## src/hdl/htnm_pkg.sv

```systemverilog
// Shared types and constants of the height map to normal map filter.
package htnm_pkg;

	// Default row store depth and the row limit of one frame
	localparam int MAX_WIDTH_DEF = 1024;
	localparam int HEIGHT_LIMIT  = 4096;

	// Register index codes, taken from paddr[2]
	localparam logic REG_WIDTH  = 1'b0;
	localparam logic REG_HEIGHT = 1'b1;

	// Reset values of the registers
	localparam logic [10:0] WIDTH_RESET  = 11'd1024;
	localparam logic [12:0] HEIGHT_RESET = 13'd1024;

	// 3x3 height window: [row][col], row 0 above, col 0 to the left
	typedef logic [2:0][2:0][7:0] win_t;

	// Status of the normal unit
	typedef struct packed {
		logic busy;
		logic done;
	} nstat_t;

endpackage

```

## src/hdl/htnm_normal.sv

```systemverilog
// Iterative normal unit: vector, squares, bit-serial square root, 8-step divide.
module htnm_normal (
	input  logic            clk,
	input  logic            arst_n,
	input  logic            start,
	input  htnm_pkg::win_t  win,
	output htnm_pkg::nstat_t stat,
	output logic [31:0]     pixel
);
	import htnm_pkg::*;

	localparam logic signed [16:0] INV_SQRT2 = 17'sd46341;
	localparam logic [27:0] VZ = 28'd167116800;
	localparam logic [55:0] VZ2 = 56'(VZ) * 56'(VZ);
	localparam int ROOT_STEPS = 28;
	localparam int DIV_STEPS = 8;

	typedef enum logic [4:0] {
		P_IDLE = 5'b00001,
		P_SQ   = 5'b00010,
		P_SUM  = 5'b00100,
		P_ROOT = 5'b01000,
		P_DIV  = 5'b10000
	} phase_t;

	phase_t phase_q;
	logic [4:0] cnt_q;
	logic prep_q;
	logic done_q;
	logic signed [27:0] vx_q, vy_q;
	logic [53:0] sqx_q, sqy_q;
	logic [55:0] rad_q;
	logic [31:0] rem_q;
	logic [27:0] root_q;
	logic [28:0] dvs_q;
	logic [36:0] num_q [3];
	logic [7:0]  quo_q [3];
	logic [31:0] pixel_q;

	// Vector from the window; the centre cancels out
	logic signed [8:0]  ax, ay;
	logic signed [10:0] dx, dy;
	logic signed [27:0] vx, vy;
	always_comb begin
		ax = $signed({1'b0, win[1][0]}) - $signed({1'b0, win[1][2]});
		ay = $signed({1'b0, win[0][1]}) - $signed({1'b0, win[2][1]});
		dx = 11'(signed'({3'b0, win[0][0]})) + 11'(signed'({3'b0, win[2][0]}))
			- 11'(signed'({3'b0, win[0][2]})) - 11'(signed'({3'b0, win[2][2]}));
		dy = 11'(signed'({3'b0, win[0][0]})) + 11'(signed'({3'b0, win[0][2]}))
			- 11'(signed'({3'b0, win[2][0]})) - 11'(signed'({3'b0, win[2][2]}));
		// diagonal products need 26 bits, so widen before multiplying
		vx = (28'(ax) <<< 16) + (28'(dx) * 28'(INV_SQRT2));
		vy = (28'(ay) <<< 16) + (28'(dy) * 28'(INV_SQRT2));
	end

	// Magnitudes for squaring
	logic [26:0] ux, uy;
	assign ux = vx_q[27] ? 27'(-vx_q) : 27'(vx_q);
	assign uy = vy_q[27] ? 27'(-vy_q) : 27'(vy_q);

	// One square root step: two radicand bits
	logic [31:0] rem_sh, trial;
	logic        root_ge;
	assign rem_sh  = {rem_q[29:0], rad_q[55:54]};
	assign trial   = {2'b00, root_q, 2'b01};
	assign root_ge = (rem_sh >= trial);

	// Divide setup: numerator 255*(c+L), divisor 2L
	logic signed [29:0] csum [3];
	logic [28:0] cpos [3];
	logic [36:0] num_init [3];
	always_comb begin
		csum[0] = $signed({2'b00, root_q}) + 30'(vx_q);
		csum[1] = $signed({2'b00, root_q}) + 30'(vy_q);
		csum[2] = $signed({2'b00, root_q}) + $signed({2'b00, VZ});
		for (int i = 0; i < 3; i++) begin
			cpos[i] = csum[i][28:0];
			num_init[i] = {cpos[i], 8'd0} - 37'(cpos[i]);
		end
	end

	// One quotient bit per component
	logic [36:0] dtrial;
	logic [36:0] num_nx [3];
	logic [7:0]  quo_nx [3];
	always_comb begin
		dtrial = 37'(dvs_q) << cnt_q[2:0];
		for (int i = 0; i < 3; i++) begin
			num_nx[i] = num_q[i];
			quo_nx[i] = quo_q[i];
			if (num_q[i] >= dtrial) begin
				num_nx[i] = num_q[i] - dtrial;
				quo_nx[i][cnt_q[2:0]] = 1'b1;
			end
		end
	end

	// Phase sequencer
	always_ff @(posedge clk or negedge arst_n) begin
		if (!arst_n) begin
			phase_q <= P_IDLE;
			cnt_q   <= '0;
			prep_q  <= 1'b0;
			done_q  <= 1'b0;
		end else begin
			done_q <= 1'b0;
			unique case (phase_q)
				P_IDLE: begin
					if (start) phase_q <= P_SQ;
				end
				P_SQ: phase_q <= P_SUM;
				P_SUM: begin
					phase_q <= P_ROOT;
					cnt_q   <= '0;
				end
				P_ROOT: begin
					if (cnt_q == 5'(ROOT_STEPS - 1)) begin
						phase_q <= P_DIV;
						cnt_q   <= 5'(DIV_STEPS - 1);
						prep_q  <= 1'b1;
					end else begin
						cnt_q <= cnt_q + 5'd1;
					end
				end
				P_DIV: begin
					if (prep_q) begin
						prep_q <= 1'b0;
					end else if (cnt_q == '0) begin
						phase_q <= P_IDLE;
						done_q  <= 1'b1;
					end else begin
						cnt_q <= cnt_q - 5'd1;
					end
				end
				default: phase_q <= P_IDLE;
			endcase
		end
	end

	// Datapath registers
	always_ff @(posedge clk) begin
		unique case (phase_q)
			P_IDLE: begin
				if (start) begin
					vx_q <= vx;
					vy_q <= vy;
				end
			end
			P_SQ: begin
				sqx_q <= ux * ux;
				sqy_q <= uy * uy;
			end
			P_SUM: begin
				rad_q  <= 56'(sqx_q) + 56'(sqy_q) + VZ2;
				rem_q  <= '0;
				root_q <= '0;
			end
			P_ROOT: begin
				rad_q <= {rad_q[53:0], 2'b00};
				if (root_ge) begin
					rem_q  <= rem_sh - trial;
					root_q <= {root_q[26:0], 1'b1};
				end else begin
					rem_q  <= rem_sh;
					root_q <= {root_q[26:0], 1'b0};
				end
			end
			P_DIV: begin
				if (prep_q) begin
					dvs_q <= {root_q, 1'b0};
					for (int i = 0; i < 3; i++) begin
						num_q[i] <= num_init[i];
						quo_q[i] <= '0;
					end
				end else begin
					for (int i = 0; i < 3; i++) begin
						num_q[i] <= num_nx[i];
						quo_q[i] <= quo_nx[i];
					end
					if (cnt_q == '0) begin
						pixel_q <= {quo_nx[0], quo_nx[1], quo_nx[2], 8'hFF};
					end
				end
			end
			default: ;
		endcase
	end

	assign stat.busy = (phase_q != P_IDLE);
	assign stat.done = done_q;
	assign pixel     = pixel_q;

	// Checks
	a_start_idle: assert property (@(posedge clk) disable iff (!arst_n)
		start |-> phase_q == P_IDLE)
		else $error("normal unit started while busy");
	a_done_idle: assert property (@(posedge clk) disable iff (!arst_n)
		done_q |-> phase_q == P_IDLE && !prep_q)
		else $error("done while still working");
	a_root_cnt: assert property (@(posedge clk) disable iff (!arst_n)
		phase_q == P_ROOT |-> cnt_q < 5'(ROOT_STEPS))
		else $error("root step count out of range");

endmodule
```

## config.mk

```make
export PLATFORM = sky130hd
export DESIGN_NAME = htnm_normal
export DESIGN_NICKNAME = d
export VERILOG_FILES = /design/src/hdl/htnm_pkg.sv /design/src/hdl/htnm_normal.sv
export SDC_FILE = /design/constraint.sdc
export NUM_CORES = 2
export LEC_CHECK = 0
export BUFFER_PORTS_ARGS = -buffer_cell sky130_fd_sc_hd__buf_2
export CORE_UTILIZATION = 40
export CTS_BUF_LIST = sky130_fd_sc_hd__clkbuf_4
export CTS_CLUSTER_DIAMETER = 30
export DETAILED_ROUTE_END_ITERATION = 16
export PLACE_DENSITY = 0.61
export SYNTH_ARGS = -nofsm -noshare
export SYNTH_HDL_FRONTEND = slang
export SYNTH_SLANG_ARGS = --single-unit
```

## constraint.sdc

```tcl
create_clock -name clk -period 16 [get_ports clk]
set_input_delay 4.8 -clock clk [delete_from_list [all_inputs] [get_ports clk]]
set_output_delay 4.8 -clock clk [all_outputs]
set_load 0.05 [all_outputs]
```

---- After elaboration in Yosys (flattened, before gate mapping) ----
Memory sizes are Yosys's and may differ from the RTL's.
Cells that the tools add are included.
storage, ports and cells
  register bits after elaboration ......... 342
  memory bits (writable) .................. 135
  input bits .............................. 75
  output and inout bits ................... 34
  logic and storage cells ................. 126
  memories kept ........................... 2
memories
  name   depth  width  rd ports  clocked after Yosys merged registers in  wr ports  RTL line           RTL
  num_q  3      37     3         0                                        3         htnm_normal.sv:36  logic [36:0] num_q [3];
  quo_q  3      8      3         0                                        3         htnm_normal.sv:37  logic [7:0] quo_q [3];
operators by class
  $add $sub $neg .......................... 26
  multipliers ............................. 4
  magnitude comparators ................... 6
  eq/ne operators ......................... 12
  shift-type cells ........................ 1
  muxes and demuxes ....................... 41
  bitwise logic cells ..................... 10
  reductions and logical operators ........ 11
operators by type and width
  cell                      count
  $mux W37                  6
  $pmux W56 S2              1
  $ge A37 B37 Y1            3
  $sub A37 B29 Y37          3
  $sub A37 B37 Y37          3
  $mul A27 B27 Y54          2
  $pmux W30 S2              1
  $add A29 B28 Y29          2
  $add A25 B28 Y28          2
  $add A55 B55 Y56 const B  1
  $mul A11 B17 Y28 const B  2
  $pmux W28 S2              1
  $add A54 B54 Y55          1
  $mux W27                  2
  $neg A27 Y27              2
  $mux W8                   6
  $shl A29 B3 Y37           1
  $mux W5                   7
  $ge A32 B30 Y1            1
  $mux W30                  1
  $sub A30 B30 Y30          1
  $add A28 B28 Y29 const B  1
  $pmux W5 S5               1
  $or A8 B8 Y8              3
  other kinds (28)          57

---- Depth between registers and ports, before layout ----
  depth in word-level cells ............... 7
  gate-level depth with buffers ........... 39
  gate-level depth less buffers ........... 37

---- Worst setup path after synthesis ----
OpenSTA, ideal clock, no wires.
  path kind ............................... register to register
  start ................................... reg phase_q[1]
  end ..................................... reg cnt_q[2]
  arrival time ............................ 12.724 ns
  data required time ...................... 15.858 ns
  path slack .............................. 3.134 ns
  stages on the path, launching flop included .. 4
  path buffers ............................ 0
  period minus slack after synthesis ...... 12.866 ns
  path through ............................ dfrtp_1 > nor4_1 > a21oi_1 > o31ai_1
between the ends
  word-level cells in the longest chain between the ends .. 3
RTL lines
  element                                                                     RTL line            RTL
  from (decl)                                                                 htnm_normal.sv:26   phase_t phase_q;
  from (signal assigned)                                                      htnm_normal.sv:101  phase_q <= P_IDLE;
  from (signal assigned)                                                      htnm_normal.sv:109  if (start) phase_q <= P_SQ;
  from (signal assigned)                                                      htnm_normal.sv:111  P_SQ: phase_q <= P_SUM;
  $eq A5 B5 Y1, or another cell as far along                                  htnm_normal.sv:107  unique case (phase_q)
  $ne A2 B2 Y1 (no source line) / $reduce_bool A3 Y1 (equally long branches)  -
  $reduce_and A3 Y1 (no source line)                                          -
  to (signal assigned)                                                        htnm_normal.sv:119  cnt_q <= 5'(DIV_STEPS - 1);
  to (signal assigned)                                                        htnm_normal.sv:122  cnt_q <= cnt_q + 5'd1;
  to (signal assigned)                                                        htnm_normal.sv:132  cnt_q <= cnt_q - 5'd1;
  to (decl)                                                                   htnm_normal.sv:27   logic [4:0] cnt_q;
Several ways; a longest one is shown, not always the timed one.
A chain may end at the register's enable or synchronous reset.

---- Final worst setup path ----
  start ................................... in win[1] (netlist name)
  end ..................................... reg vx_q[27] (data pin)
between the ends
  word-level cells in the longest chain between the ends .. 5
RTL lines
  element               RTL line            RTL
  from (decl)           htnm_normal.sv:6    input htnm_pkg::win_t win,
  $add A8 B8 Y9         htnm_normal.sv:47   dx = 11'(signed'({3'b0, win[0][0]})) + 11'(signed'({3'b0, win[2][0]}))
  $sub A9 B8 Y10        htnm_normal.sv:48   - 11'(signed'({3'b0, win[0][2]})) - 11'(signed'({3'b0, win[2][2]}));
  $sub A10 B9 Y11       htnm_normal.sv:48
  $mul A11 B17 Y28      htnm_normal.sv:52   vx = (28'(ax) <<< 16) + (28'(dx) * 28'(INV_SQRT2));
  $add A25 B28 Y28      htnm_normal.sv:52
  named net vx[27]      htnm_normal.sv:43   logic signed [27:0] vx, vy;
  to (signal assigned)  htnm_normal.sv:145  vx_q <= vx;
  to (decl)             htnm_normal.sv:30   logic signed [27:0] vx_q, vy_q;
The timed path passes the listed nets, and every way through them passes these cells.

==> load_flow_metrics.sql <==
INSERT INTO impl_metrics (metric_group, metric, value, unit) VALUES
('worst_setup_path', 'crit_path_required_time', '16.78', 'ns'),
('logic_synthesis', 'synth_async_sr_flop_share', '2.55', '%'),
('clock_tree', 'clk_root_buffer_cell', 'sky130_fd_sc_hd__clkbuf_4', ''),
('status', 'outcome', 'finished, final reports clean', ''),
('min_path', 'worst_hold_path_depth', '2', ''),
('worst_setup_path', 'worst_path_most_repeated_cell', 'sky130_fd_sc_hd__a21oi_1', ''),
('clock_tree', 'cts_setup_buffers', '0', ''),
('route', 'routed_wirelength', '239000', 'um'),
('clock_tree', 'cts.reportedPaths.clkPinSlew', '0.06', 'ns'),
('clock_tree', 'post_cts.resized_instances', '0', ''),
('timing', 'finalCriticalPeriod', '11.96', 'ns'),
('grt', 'global_route_wire_length_before_repair', '376000', 'um'),
('worst_setup_path', 'cp_slowest_cell', 'sky130_fd_sc_hd__o41ai_1', ''),
('placement', 'post-dp-hpwl', '191000', 'um'),
('timing', 'finalMaxSlewViolations', '0', ''),
('route', 'drc', '0', ''),
('logic_synthesis', 'synth-warning-count', '0', ''),
('clock_tree', 'clock_tree.htree_level_count', '4', ''),
('grt', 'grt_usage', '22.8', '%'),
('route', 'drt_first_iter_violations', '4498', ''),
('floorplan', 'pin_count', '109', ''),
('floorplan', 'dieArea', '214000', 'um2'),
('worst_setup_path', 'worst-endpoint-arrival', '12.74', 'ns'),
('floorplan', 'initial_util', '40.3', '%'),
('floorplan', 'fp_rows', '168', ''),
('worst_setup_path', 'cp-end-kind', 'flop', ''),
('logic_synthesis', 'count_of_flip_flops_with_a_built_in_enable_after_synthesis', '458', ''),
('grt', 'grt_antenna_before_repair', '4', ''),
('clock_tree', 'cts_tree', 'done', ''),
('min_path', 'hp-class', 'flop to flop', ''),
('grt', 'number_of_global_route_vias_before_repair', '67100', ''),
('logic_synthesis', 'synth-main-ff-cell', 'sky130_fd_sc_hd__edfxtp_1', ''),
('clock_tree', 'tritoncts_buffer_count', '139', ''),
('worst_setup_path', 'worst_r2r_path_depth', '37', ''),
('grt', 'grt_overflow', '0', ''),
('clock_tree', 'hold_buffers', '0', ''),
('floorplan', 'core_region_area', '210000', 'um2'),
('route', 'via_count', '64800', ''),
('worst_setup_path', 'cp-start-kind', 'input pin', ''),
('flow_run', 'drv.max_cap_violation_count', '0', ''),
('grt', 'grt_start_max_net_pins', '82', ''),
('clock_tree', 'max-clock-path-buffers', '3', ''),
('route', 'detail_route.first_pass.iterations', '6', ''),
('logic_synthesis', 'synth_seq_cells', '470', ''),
('final_layout', 'ratio_of_cells_with_drive_above_1_in_the_final_layout', '5.95', '%'),
('clock_tree', 'clk-insertion-delay-late', '1.11', 'ns'),
('logic_synthesis', 'netlist_area', '84700', 'um2'),
('worst_setup_path', 'timing_worst_setup_path_type', 'input pin to flop', ''),
('placement', 'routabilityCongestion', '0.923', ''),
('timing', 'setup-tns-final', '0', 'ns'),
('floorplan', 'die_y', '462', 'um'),
('worst_setup_path', 'worst_path_largest_cell_delay', '0.72', 'ns'),
('timing', 'post-route-period-util', '74.8', '%'),
('timing', 'maxClockFrequency', '83.6', 'MHz'),
('logic_synthesis', 'syn-instance-count', '9228', ''),
('timing', 'grt_setup_unrepaired', 'no', ''),
('logic_synthesis', 'yosysSeqAreaShare', '16.6', '%'),
('final_layout', 'most_frequent_standard_cell_in_the_layout_excluding_fill_and_tap_cells', 'sky130_fd_sc_hd__inv_1', ''),
('timing', 'relSlewSlack', '11.4', '%'),
('floorplan', 'die_width', '462', 'um'),
('route', 'drt-vias-per-instance', '5.29', ''),
('timing', 'timing_hold_violations_final', '0', ''),
('route', 'wire_per_inst', '19.5', 'um'),
('timing', 'setup_viol', '0', ''),
('final_layout', 'flow.area_growth_from_synthesis', '6.90', '%'),
('logic_synthesis', 'syn-mean-instance-area', '9.18', 'um2'),
('route', 'ant_nets', '0', ''),
('final_layout', 'area_of_all_placed_cells_without_fillers', '90600', 'um2'),
('timing', 'timing.clock.skew', '0.0994', 'ns'),
('final_layout', 'num-nets-final', '11600', ''),
('final_layout', 'layout_common_cells', 'sky130_fd_sc_hd__inv_1 (1994), sky130_fd_sc_hd__fa_1 (1211), sky130_fd_sc_hd__ha_1 (960), sky130_fd_sc_hd__nor2_1 (696), sky130_fd_sc_hd__nand2_1 (679)', ''),
('worst_setup_path', 'cp_max_fo', '5', ''),
('clock_tree', 'clock-sinks', '470', ''),
('timing', 'worstMarginPinSlew', '1.32', 'ns'),
('placement', 'place_area', '88800', 'um2'),
('logic_synthesis', 'netlist-cell-type-count', '94', ''),
('placement', 'numPortBuffers', '92', '');
==> registers in the layout (all words and copies together) (netlist names) <==
signal	count
pixel	24
phase_q	5
vy_q	27
quo_q	24
root_q	28
dvs_q	28
vx_q	28
prep_q	1
rem_q	30
rad_q	55
done_q	1
cnt_q	5
sqx_q	53
num_q	109
sqy_q	52
==> worst max-delay path: cells and delay by family <==
family | cells | cell delay, ns
xor gates and xnor gates | 2 | 0.29
and+or+nand+nor | 2 | 0.28
muxes | 1 | 0.67
AOI/OAI and AO/OA | 14 | 3.57
adders and majority gates | 7 | 2.77
buffers and inverters | 5 | 0.36
==> final timing paths <==
| kind | endpoint | from | slack [ns] |
|---|---|---|---|
| worst min-delay path | rad_q[3] | rad_q[1] | 0.51 |
| worst max register to register | sqx_q[53] | vx_q[0] | 4.44 |
| worst max-delay path | vx_q[27] | win[1] | 4.04 |
| max in group asynchronous | phase_q[0] | arst_n | 12.09 |
| min in group asynchronous | done_q | arst_n | 3.59 |
| worst min register to register | rad_q[3] | rad_q[1] | 0.51 |
==> stage by stage <==
| stage | util [%] | std cells | hold slack [ns] | setup WS (ns) |
|---|---|---|---|---|
| 4_1_cts | 43.1 | 12200 | 0.512 | 4.12 |
| 5_1_grt | 43.1 | 12200 | 0.516 | 3.57 |
| 3_5_place_dp | 42.3 | 12000 | 0.495 | 2.98 |
| 3_3_place_gp | 42.3 | 12000 | 0.498 | 3.02 |
| 2_1_floorplan | - | 9235 | 0.474 | 3.13 |
| 6_report | 43.1 | 12200 | 0.511 | 4.04 |
==> cell usage after synthesis (12+ instances only) <==
| cell type | n | area, um2 |
|---|---|---|
| sky130_fd_sc_hd__inv_1 | 1994 | 7480 |
| sky130_fd_sc_hd__fa_1 | 1211 | 24200 |
| sky130_fd_sc_hd__ha_1 | 960 | 12000 |
| sky130_fd_sc_hd__nor2_1 | 702 | 2640 |
| sky130_fd_sc_hd__nand2_1 | 680 | 2550 |
| sky130_fd_sc_hd__a21oi_1 | 516 | 2580 |
| sky130_fd_sc_hd__edfxtp_1 | 458 | 13800 |
| sky130_fd_sc_hd__xnor2_1 | 358 | 3140 |
| sky130_fd_sc_hd__a21o_1 | 305 | 2290 |
| sky130_fd_sc_hd__o21ai_0 | 296 | 1480 |
| sky130_fd_sc_hd__clkbuf_1 | 203 | 762 |
| sky130_fd_sc_hd__xor2_1 | 198 | 1730 |
| sky130_fd_sc_hd__nand3_1 | 129 | 646 |
| sky130_fd_sc_hd__nor3_1 | 81 | 405 |
| sky130_fd_sc_hd__o21bai_1 | 72 | 541 |
| sky130_fd_sc_hd__nand2b_1 | 68 | 425 |
| sky130_fd_sc_hd__o21a_1 | 66 | 495 |
| sky130_fd_sc_hd__nor2b_1 | 65 | 407 |
| sky130_fd_sc_hd__and3_1 | 56 | 350 |
| sky130_fd_sc_hd__a211oi_1 | 50 | 375 |
| sky130_fd_sc_hd__nand4_1 | 50 | 313 |
| sky130_fd_sc_hd__and2_1 | 45 | 282 |
| sky130_fd_sc_hd__mux2i_1 | 42 | 420 |
| sky130_fd_sc_hd__a31oi_1 | 41 | 257 |
| sky130_fd_sc_hd__or3_1 | 41 | 257 |
| sky130_fd_sc_hd__o31ai_1 | 40 | 300 |
| sky130_fd_sc_hd__a21bo_2 | 28 | 280 |
| sky130_fd_sc_hd__a211o_1 | 24 | 210 |
| sky130_fd_sc_hd__buf_1 | 22 | 82.6 |
| sky130_fd_sc_hd__mux4_2 | 20 | 450 |
| sky130_fd_sc_hd__or2_2 | 19 | 119 |
| sky130_fd_sc_hd__a21boi_0 | 18 | 135 |
| sky130_fd_sc_hd__o211ai_1 | 18 | 135 |
| sky130_fd_sc_hd__o41ai_1 | 18 | 158 |
| sky130_fd_sc_hd__nor4_1 | 16 | 100 |
| sky130_fd_sc_hd__nand3b_1 | 15 | 113 |
| sky130_fd_sc_hd__o31a_1 | 15 | 131 |
| sky130_fd_sc_hd__a41oi_1 | 14 | 123 |
| sky130_fd_sc_hd__o22ai_1 | 14 | 87.6 |
| sky130_fd_sc_hd__and4_1 | 13 | 114 |
| sky130_fd_sc_hd__a2111oi_0 | 12 | 105 |
==> layout make-up <==
cell class,count,area [um2]
inverter,2007,7530
timing repair buffer,201,1280
tap,2805,3510
sequential,470,14100
clock inverter,73,562
antenna,5,12.5
multi-input combinational,6511,62400
fill,20600,119000
clock buffer,164,1230
==> kinds of logic (layout without fill, tap and decap cells) <==
group	count (synthesis)	count (layout)	share of synthesized area, %
buffers and inverters	2254	2445	10.1
adder cells (fa/ha/maj)	2171	2171	42.8
AND/OR/NAND/NOR	2033	2033	10.8
AO/OA/AOI/OAI	1669	1669	12.8
XOR/XNOR	559	559	5.82
flip-flops	470	470	16.6
multiplexers	71	71	1.15
other	1	13	0.00443
==> metal layers <==
metal	track usage (%)	vias to the layer above	part of all wire, %
met5	0	-	0.011
met4	7.85	4	3.7
met3	3.39	458	6.6
met2	37.6	1994	47
met1	30.4	32000	43
li1	-	30300	-
Power is left out: the tool's default activity adds up to more than one toggle a clock period on the data nets, which glitch-free logic cannot reach.
